===== src/rtl/bdlp_pkg.sv =====
// Shared types and constants for the button debounce / long-press block.
package bdlp_pkg;

  localparam int TIME_W   = 32;
  localparam int CFG_W    = 16;
  localparam int PINS     = 8;
  localparam int BIDX_W   = 3;
  localparam int CFG_IDX_W = 1;

  localparam logic [CFG_IDX_W-1:0] REG_DEBOUNCE   = 1'd0;
  localparam logic [CFG_IDX_W-1:0] REG_LONG_PRESS = 1'd1;

  localparam logic [CFG_W-1:0] DEBOUNCE_RST   = 16'd20;
  localparam logic [CFG_W-1:0] LONG_PRESS_RST = 16'd1000;

  typedef enum logic [2:0] {
    EV_PRESS        = 3'd0,
    EV_RELEASE      = 3'd1,
    EV_CLICK        = 3'd2,
    EV_LONG_PRESS   = 3'd3,
    EV_LONG_RELEASE = 3'd4
  } ev_code_t;

  typedef enum logic [2:0] {
    ST_IDLE,
    ST_READ,
    ST_CALC,
    ST_EMIT,
    ST_FLUSH
  } seq_state_t;

  typedef struct packed {
    logic              raw_level;
    logic              stable_level;
    logic              long_reported;
    logic [TIME_W-1:0] change_stamp;
    logic [TIME_W-1:0] press_stamp;
  } key_state_t;

  typedef struct packed {
    logic [1:0] cnt;
    ev_code_t   ev0;
    ev_code_t   ev1;
  } eval_res_t;

endpackage


===== src/rtl/bdlp_state_mem.sv =====
// Per-button state memory: registered read, valid bits give zero reset.
module bdlp_state_mem import bdlp_pkg::*; #(
  parameter int DEPTH = 8,
  parameter int IDX_W = 3
) (
  input  logic             clk,
  input  logic             rst_n,
  input  logic             rd_en,
  input  logic [IDX_W-1:0] rd_addr,
  output key_state_t       rd_data,
  input  logic             wr_en,
  input  logic [IDX_W-1:0] wr_addr,
  input  key_state_t       wr_data
);

  key_state_t mem [DEPTH];
  logic [DEPTH-1:0] vld_r;
  key_state_t rd_q_r;
  logic       rd_vld_r;

  always_ff @(posedge clk) begin
    if (wr_en) begin
      mem[wr_addr] <= wr_data;
    end
    if (rd_en) begin
      rd_q_r <= mem[rd_addr];
    end
  end

  always_ff @(posedge clk) begin
    if (!rst_n) begin
      vld_r    <= '0;
      rd_vld_r <= 1'b0;
    end else begin
      if (wr_en) begin
        vld_r[wr_addr] <= 1'b1;
      end
      if (rd_en) begin
        rd_vld_r <= vld_r[rd_addr];
      end
    end
  end

  assign rd_data = rd_vld_r ? rd_q_r : '0;

endmodule


===== src/rtl/bdlp_eval.sv =====
// Update of one button's state from its raw level, with the events it raises.
module bdlp_eval import bdlp_pkg::*; (
  input  key_state_t        cur,
  input  logic              raw,
  input  logic [TIME_W-1:0] now_time,
  input  logic [CFG_W-1:0]  debounce_time,
  input  logic [CFG_W-1:0]  long_press_time,
  output key_state_t        upd,
  output eval_res_t         res
);

  logic [TIME_W-1:0] chg_stamp;
  logic [TIME_W-1:0] press_stamp;
  logic              accept;
  logic              stable;
  logic              long_rep;
  logic              long_hit;

  always_comb begin
    chg_stamp = (raw != cur.raw_level) ? now_time : cur.change_stamp;
    accept    = (raw != cur.stable_level) &&
                ((now_time - chg_stamp) >= {{(TIME_W-CFG_W){1'b0}}, debounce_time});
    stable      = accept ? raw : cur.stable_level;
    press_stamp = (accept && raw) ? now_time : cur.press_stamp;
    long_rep    = (accept && raw) ? 1'b0 : cur.long_reported;
    long_hit    = stable && !long_rep &&
                  ((now_time - press_stamp) >= {{(TIME_W-CFG_W){1'b0}}, long_press_time});

    res.cnt = 2'd0;
    res.ev0 = EV_PRESS;
    res.ev1 = EV_LONG_PRESS;
    if (accept && raw) begin
      res.ev0 = EV_PRESS;
      res.ev1 = EV_LONG_PRESS;
      res.cnt = long_hit ? 2'd2 : 2'd1;
    end else if (accept) begin
      res.ev0 = EV_RELEASE;
      res.ev1 = cur.long_reported ? EV_LONG_RELEASE : EV_CLICK;
      res.cnt = 2'd2;
    end else if (long_hit) begin
      res.ev0 = EV_LONG_PRESS;
      res.cnt = 2'd1;
    end

    upd.raw_level     = raw;
    upd.stable_level  = stable;
    upd.long_reported = long_rep | long_hit;
    upd.change_stamp  = chg_stamp;
    upd.press_stamp   = press_stamp;
  end

endmodule


===== src/rtl/button_debounce_long_press.sv =====
// Debounce and long-press detector for a bank of buttons, one scan per request.
// Each scan walks the live buttons (the first min(NUM_BUTTONS, 8)) in index
// order through a state memory: for each button a memory read, then
// evaluate and write back, then one emit step per event raised, which
// stalls while the output register is full and not taken; a final flush
// step tags the last event. A new scan is taken once the previous one
// has handed its last event to the output register. Each event leaves as
// one output request; tlast marks the final event of the scan, and a scan
// that raises no event produces no output. Buttons beyond the eighth have
// no pin and never report.
module button_debounce_long_press import bdlp_pkg::*; #(
  parameter int NUM_BUTTONS = 8
) (
  input  logic                 clk,
  input  logic                 rst_n,
  input  logic                 in_tvalid,
  output logic                 in_tready,
  input  logic [39:0]          in_tdata,   // now_time[31:0], pressed_bits[39:32]
  output logic                 out_tvalid,
  input  logic                 out_tready,
  output logic [7:0]           out_tdata,  // button_index[2:0], event_code[5:3], zero[7:6]
  output logic                 out_tlast,
  input  logic                 cfg_we,
  input  logic [CFG_IDX_W-1:0] cfg_index,
  input  logic [CFG_W-1:0]     cfg_wdata
);

  localparam int IDX_W  = (NUM_BUTTONS > 1) ? $clog2(NUM_BUTTONS) : 1;
  localparam int LIVE_N = (NUM_BUTTONS < PINS) ? NUM_BUTTONS : PINS;
  localparam logic [IDX_W-1:0] LAST_BTN = IDX_W'(LIVE_N - 1);

  seq_state_t        state_r, state_nxt;
  logic [IDX_W-1:0]  btn_r, btn_nxt;
  logic [TIME_W-1:0] now_r, now_nxt;
  logic [PINS-1:0]   bits_r, bits_nxt;
  ev_code_t          ev0_r, ev0_nxt, ev1_r, ev1_nxt;
  logic [1:0]        ev_cnt_r, ev_cnt_nxt;
  logic              ev_sel_r, ev_sel_nxt;
  logic              pend_v_r, pend_v_nxt;
  logic [BIDX_W-1:0] pend_idx_r, pend_idx_nxt;
  ev_code_t          pend_code_r, pend_code_nxt;
  logic              out_v_r, out_v_nxt;
  logic [BIDX_W-1:0] out_idx_r, out_idx_nxt;
  ev_code_t          out_code_r, out_code_nxt;
  logic              out_last_r, out_last_nxt;
  logic [CFG_W-1:0]  dbt_r, dbt_nxt, lpt_r, lpt_nxt;

  logic              rd_en;
  logic              wr_en;
  key_state_t        rd_data;
  key_state_t        wr_data;
  eval_res_t         res;
  logic              raw;
  logic              out_free;

  bdlp_state_mem #(
    .DEPTH (NUM_BUTTONS),
    .IDX_W (IDX_W)
  ) u_mem (
    .clk     (clk),
    .rst_n   (rst_n),
    .rd_en   (rd_en),
    .rd_addr (btn_r),
    .rd_data (rd_data),
    .wr_en   (wr_en),
    .wr_addr (btn_r),
    .wr_data (wr_data)
  );

  assign raw = bits_r[BIDX_W'(btn_r)];

  bdlp_eval u_eval (
    .cur             (rd_data),
    .raw             (raw),
    .now_time        (now_r),
    .debounce_time   (dbt_r),
    .long_press_time (lpt_r),
    .upd             (wr_data),
    .res             (res)
  );

  always_ff @(posedge clk) begin
    if (!rst_n) begin
      state_r  <= ST_IDLE;
      pend_v_r <= 1'b0;
      out_v_r  <= 1'b0;
      dbt_r    <= DEBOUNCE_RST;
      lpt_r    <= LONG_PRESS_RST;
    end else begin
      state_r  <= state_nxt;
      pend_v_r <= pend_v_nxt;
      out_v_r  <= out_v_nxt;
      dbt_r    <= dbt_nxt;
      lpt_r    <= lpt_nxt;
    end
  end

  always_ff @(posedge clk) begin
    btn_r       <= btn_nxt;
    now_r       <= now_nxt;
    bits_r      <= bits_nxt;
    ev0_r       <= ev0_nxt;
    ev1_r       <= ev1_nxt;
    ev_cnt_r    <= ev_cnt_nxt;
    ev_sel_r    <= ev_sel_nxt;
    pend_idx_r  <= pend_idx_nxt;
    pend_code_r <= pend_code_nxt;
    out_idx_r   <= out_idx_nxt;
    out_code_r  <= out_code_nxt;
    out_last_r  <= out_last_nxt;
  end

  always_comb begin
    state_nxt     = state_r;
    btn_nxt       = btn_r;
    now_nxt       = now_r;
    bits_nxt      = bits_r;
    ev0_nxt       = ev0_r;
    ev1_nxt       = ev1_r;
    ev_cnt_nxt    = ev_cnt_r;
    ev_sel_nxt    = ev_sel_r;
    pend_v_nxt    = pend_v_r;
    pend_idx_nxt  = pend_idx_r;
    pend_code_nxt = pend_code_r;
    out_v_nxt     = out_v_r;
    out_idx_nxt   = out_idx_r;
    out_code_nxt  = out_code_r;
    out_last_nxt  = out_last_r;
    dbt_nxt       = dbt_r;
    lpt_nxt       = lpt_r;
    rd_en         = 1'b0;
    wr_en         = 1'b0;
    in_tready     = 1'b0;
    out_free      = !out_v_r || out_tready;

    if (cfg_we) begin
      case (cfg_index)
        REG_DEBOUNCE:   dbt_nxt = cfg_wdata;
        REG_LONG_PRESS: lpt_nxt = cfg_wdata;
        default: ;
      endcase
    end

    if (out_v_r && out_tready) begin
      out_v_nxt = 1'b0;
    end

    case (state_r)
      ST_IDLE: begin
        in_tready = 1'b1;
        if (in_tvalid) begin
          now_nxt   = in_tdata[TIME_W-1:0];
          bits_nxt  = in_tdata[TIME_W +: PINS];
          btn_nxt   = '0;
          state_nxt = ST_READ;
        end
      end
      ST_READ: begin
        rd_en     = 1'b1;
        state_nxt = ST_CALC;
      end
      ST_CALC: begin
        wr_en      = 1'b1;
        ev0_nxt    = res.ev0;
        ev1_nxt    = res.ev1;
        ev_cnt_nxt = res.cnt;
        ev_sel_nxt = 1'b0;
        if (res.cnt != 2'd0) begin
          state_nxt = ST_EMIT;
        end else if (btn_r == LAST_BTN) begin
          state_nxt = ST_FLUSH;
        end else begin
          btn_nxt   = btn_r + IDX_W'(1);
          state_nxt = ST_READ;
        end
      end
      ST_EMIT: begin
        if (!pend_v_r || out_free) begin
          // a newer event exists, so the held one is not the scan's last
          if (pend_v_r) begin
            out_v_nxt    = 1'b1;
            out_idx_nxt  = pend_idx_r;
            out_code_nxt = pend_code_r;
            out_last_nxt = 1'b0;
          end
          pend_v_nxt    = 1'b1;
          pend_idx_nxt  = BIDX_W'(btn_r);
          pend_code_nxt = ev_sel_r ? ev1_r : ev0_r;
          if (!ev_sel_r && ev_cnt_r == 2'd2) begin
            ev_sel_nxt = 1'b1;
          end else if (btn_r == LAST_BTN) begin
            state_nxt = ST_FLUSH;
          end else begin
            btn_nxt   = btn_r + IDX_W'(1);
            state_nxt = ST_READ;
          end
        end
      end
      ST_FLUSH: begin
        if (!pend_v_r) begin
          state_nxt = ST_IDLE;
        end else if (out_free) begin
          out_v_nxt    = 1'b1;
          out_idx_nxt  = pend_idx_r;
          out_code_nxt = pend_code_r;
          out_last_nxt = 1'b1;
          pend_v_nxt   = 1'b0;
          state_nxt    = ST_IDLE;
        end
      end
      default: begin
        state_nxt = ST_IDLE;
      end
    endcase
  end

  assign out_tvalid = out_v_r;
  assign out_tdata  = {2'b00, out_code_r, out_idx_r};
  assign out_tlast  = out_last_r;

  a_calc_after_read: assert property (@(posedge clk) disable iff (!rst_n)
    (state_r == ST_CALC) |-> ($past(state_r) == ST_READ))
    else $error("evaluate without a preceding memory read");

  a_idle_no_pending: assert property (@(posedge clk) disable iff (!rst_n)
    (state_r == ST_IDLE) |-> !pend_v_r)
    else $error("event left pending at end of scan");

  a_btn_in_range: assert property (@(posedge clk) disable iff (!rst_n)
    (state_r != ST_IDLE) |-> (btn_r <= LAST_BTN))
    else $error("button counter out of range");

  a_accept_starts_walk: assert property (@(posedge clk) disable iff (!rst_n)
    (in_tvalid && in_tready) |=> (state_r == ST_READ && btn_r == '0))
    else $error("scan accepted without starting the walk");

  a_emit_has_events: assert property (@(posedge clk) disable iff (!rst_n)
    (state_r == ST_EMIT) |-> (ev_cnt_r != 2'd0))
    else $error("emit state with no event");

endmodule

===== config.mk =====
export PLATFORM = sky130hd
export DESIGN_NAME = button_debounce_long_press
export DESIGN_NICKNAME = d
export VERILOG_FILES = /design/src/rtl/bdlp_pkg.sv /design/src/rtl/bdlp_state_mem.sv /design/src/rtl/bdlp_eval.sv /design/src/rtl/button_debounce_long_press.sv
export SDC_FILE = /design/constraint.sdc
export NUM_CORES = 1
export LEC_CHECK = 0
export BUFFER_PORTS_ARGS = -buffer_cell sky130_fd_sc_hd__buf_2
export CAP_MARGIN = 10
export CORE_UTILIZATION = 65
export CTS_BUF_LIST = sky130_fd_sc_hd__clkbuf_4 sky130_fd_sc_hd__clkbuf_8
export DETAILED_ROUTE_END_ITERATION = 8
export PLACE_DENSITY = 0.81
export SKIP_CTS_REPAIR_TIMING = 1
export SLEW_MARGIN = 20
export SYNTH_ARGS = -nofsm -noshare
export SYNTH_HDL_FRONTEND = slang
export SYNTH_SLANG_ARGS = --single-unit

===== constraint.sdc =====
create_clock -name clk -period 13.15 [get_ports clk]
set_clock_uncertainty 0.2 [all_clocks]
set_input_delay 3.2875 -clock clk [delete_from_list [all_inputs] [get_ports clk]]
set_output_delay 3.2875 -clock clk [all_outputs]
set_load 0.1 [all_outputs]

==> impl_metrics.ini <==
[power]
p_leak_uw = 0.0122
power_uw = 10200
ir_worst_vdd_v = 0.000164
p_per_area_nw_per_um2 = 291

[global_routing]
gr-usage-met1_pct = 50.2
gr-usage-met2_pct = 53.9
grt_max_degree = 64
antenna_found_initial = 2
grt_overflow_total = 0
grt_pass1_vias = 21374
grt_first_pass_wirelength_mm = 128
use_met3_pct = 6.97
grt_usage_pct = 35.0
grt-busiest-layer = met2

[yosys]
synth_compound_area_share_pct = 16.3
synth_cell_type_count = 91
netlist_instances = 2445
synthMuxAreaShare_pct = 0.689
ys_seq_area_share_pct = 65.9
synthAdderAreaFrac_pct = 3.63
syn_area_per_cell_um2 = 13.0
synth_top_family_by_area = compound AO/OA/AOI/OAI gates
synth_edf_count = 667
yosys_register_bits = 713
ys_warn_count = 0
synthArstFlopShare_pct = 0
synth_flop_cell = edfxtp_1
synth_simple_gate_area_share_pct = 9.32
synth_xor_area_share_pct = 1.16
syn_area_um2 = 31800

[floorplanning]
fp.dieW_um = 223
start_util_pct = 66.3
core_area_um2 = 47900
die_area_um2 = 49800
die_y_um = 223
io_pins = 73
num_rows = 80

[sta]
worst_pin_slew_ns = 1.02
relSlewSlack_pct = 31.1
setup-violations-final = 0
drv_slew = 0
finalHoldViolCount = 0
period_share_pct = 93.9
min_period_ns = 12.35
fin_ws_ns = 0.798
fmax_mhz = 81.0

[final_layout]
layout.nets = 2702
drive_gt1_share_pct = 13.9
final_common_cell = edfxtp_1
multi_input_area_um2 = 10100
n_fill_cell = 3094
final_cell_mix = edfxtp_1, a22oi_1, nand2_1
seq_area_um2 = 21000
postLayoutCellArea_um2 = 35100
num_antenna_cells = 0
final_core_util_pct = 73.1
area_growth_pct = 10.3

[route]
wire_per_inst_um = 26.8
route.vias.total = 22193
drt_iter0_markers = 2843
ant_nets = 0
first_pass_iters = 8
vias_per_cell = 6.84
route.detailed.drc = 0
wl_mm = 86.9

[cts]
cts.htree.levels = 3
clock-sinks = 713
clkSlewWorstSetupHoldPaths_ns = 0.07
cts-root-buf = clkbuf_8
cts_buffers = 106
clk_latency_ns = 0.75
clockBufferDepth = 3
cts_tree = built

[critical_path]
cp.arrival_ns = 12.58
cp_num_buf_inv = 4
critPathLaunchType = register
critical_path_required_ns = 13.38
cp-end-kind = register
cp_top_family = simple AND/OR/NAND/NOR gates
critPathMaxStageDelay_ns = 0.55
path_class = register to register
slowest_stage = or4_1
cp_common_cell = a21oi_1
cp_max_fo = 21

[place]
dp_hpwl_mm = 54.3
io_buffer_count = 70
gp_congestion = 1.02
dpl_worst_slack_ns = 0.0790
place_area_um2 = 32800

[job]
drv_cap = 0

[outcome]
status = completed

[hold_path]
min_path_type = register to register
-- report_power, final --
| part | internal, uW | leakage (uW) | switching (uW) |
|---|---|---|---|
| Sequential | 3290 | 0.00651 | 207 |
| Combinational | 1620 | 0.00459 | 3340 |
| Clock | 897 | 0.00107 | 837 |
-- registers in the layout, summed over array words and instances (netlist names), 2 cells and up --
name and cells:
u_mem.mem 536, ev0_r 2, ev1_r 3, lpt_r 16, u_mem.rd_q_r 67, ev_cnt_r 2, btn_r 3, bits_r 8
pend_code_r 3, now_r 32, out_idx_r 3, out_code_r 3, u_mem.vld_r 8, pend_idx_r 3, state_r 3, dbt_r 16
-- layout make-up --
cell class	instances	area share [%]
tap	615	2.20
sequential	713	59.8
clock buffer	145	5.07
timing repair buffer	127	2.26
multi-input combinational	1488	28.7
inverter	113	1.21
clock inverter	45	0.753
-- Yosys cell counts, drive strengths merged (23+ instances only) --
master	n	area share [%]
clkbuf	102	1.2
a21o	34	0.80
edfxtp	667	63
a22oi	275	6.5
o21a	68	1.6
nand2b	25	0.49
dfxtp	46	2.9
nor3	23	0.38
nand3	31	0.49
inv	113	1.3
nand2	261	3.1
a21oi	79	1.3
nor2	73	0.86
o21ai	96	1.5
buf	30	0.46
ha	89	3.5
a21boi	31	0.73
nand4	92	1.8
-- through the flow --
step	cells	setup TNS [ns]	hold slack, ns
floorplan	2446	0	0.200
global placement	3045	0	0.203
detailed placement	3045	0	0.206
CTS	3235	-0.0391	0.226
global route	3246	-0.241	0.237
finish	3246	0	0.224
-- metal layers --
layer / vias up / share of wire [%]
met5: - / 0
met4: 0 / 2.4
met3: 162 / 11
met2: 1472 / 46
met1: 10844 / 40
li1: 9715 / -
-- cell families after synthesis --
kind of cell    after synthesis
buf+inv                     245
fa+ha+maj                    91
mux                          17
other cells                   1
simple gates                608
xor+xnor                     42
compound gates              728
flops                       713
-- path summary, 6_finish.rpt --
kind	from	to	slack [ns]	depth (start not counted)
max	btn_r[1]	u_mem.mem[0][64]	0.80	56
min	pend_code_r[2]	out_code_r[2]	0.22	0
max reg2reg	btn_r[1]	u_mem.mem[0][64]	0.80	56
min reg2reg	pend_code_r[2]	out_code_r[2]	0.22	0
No activity file was read; power rests on OpenSTA's default activity.
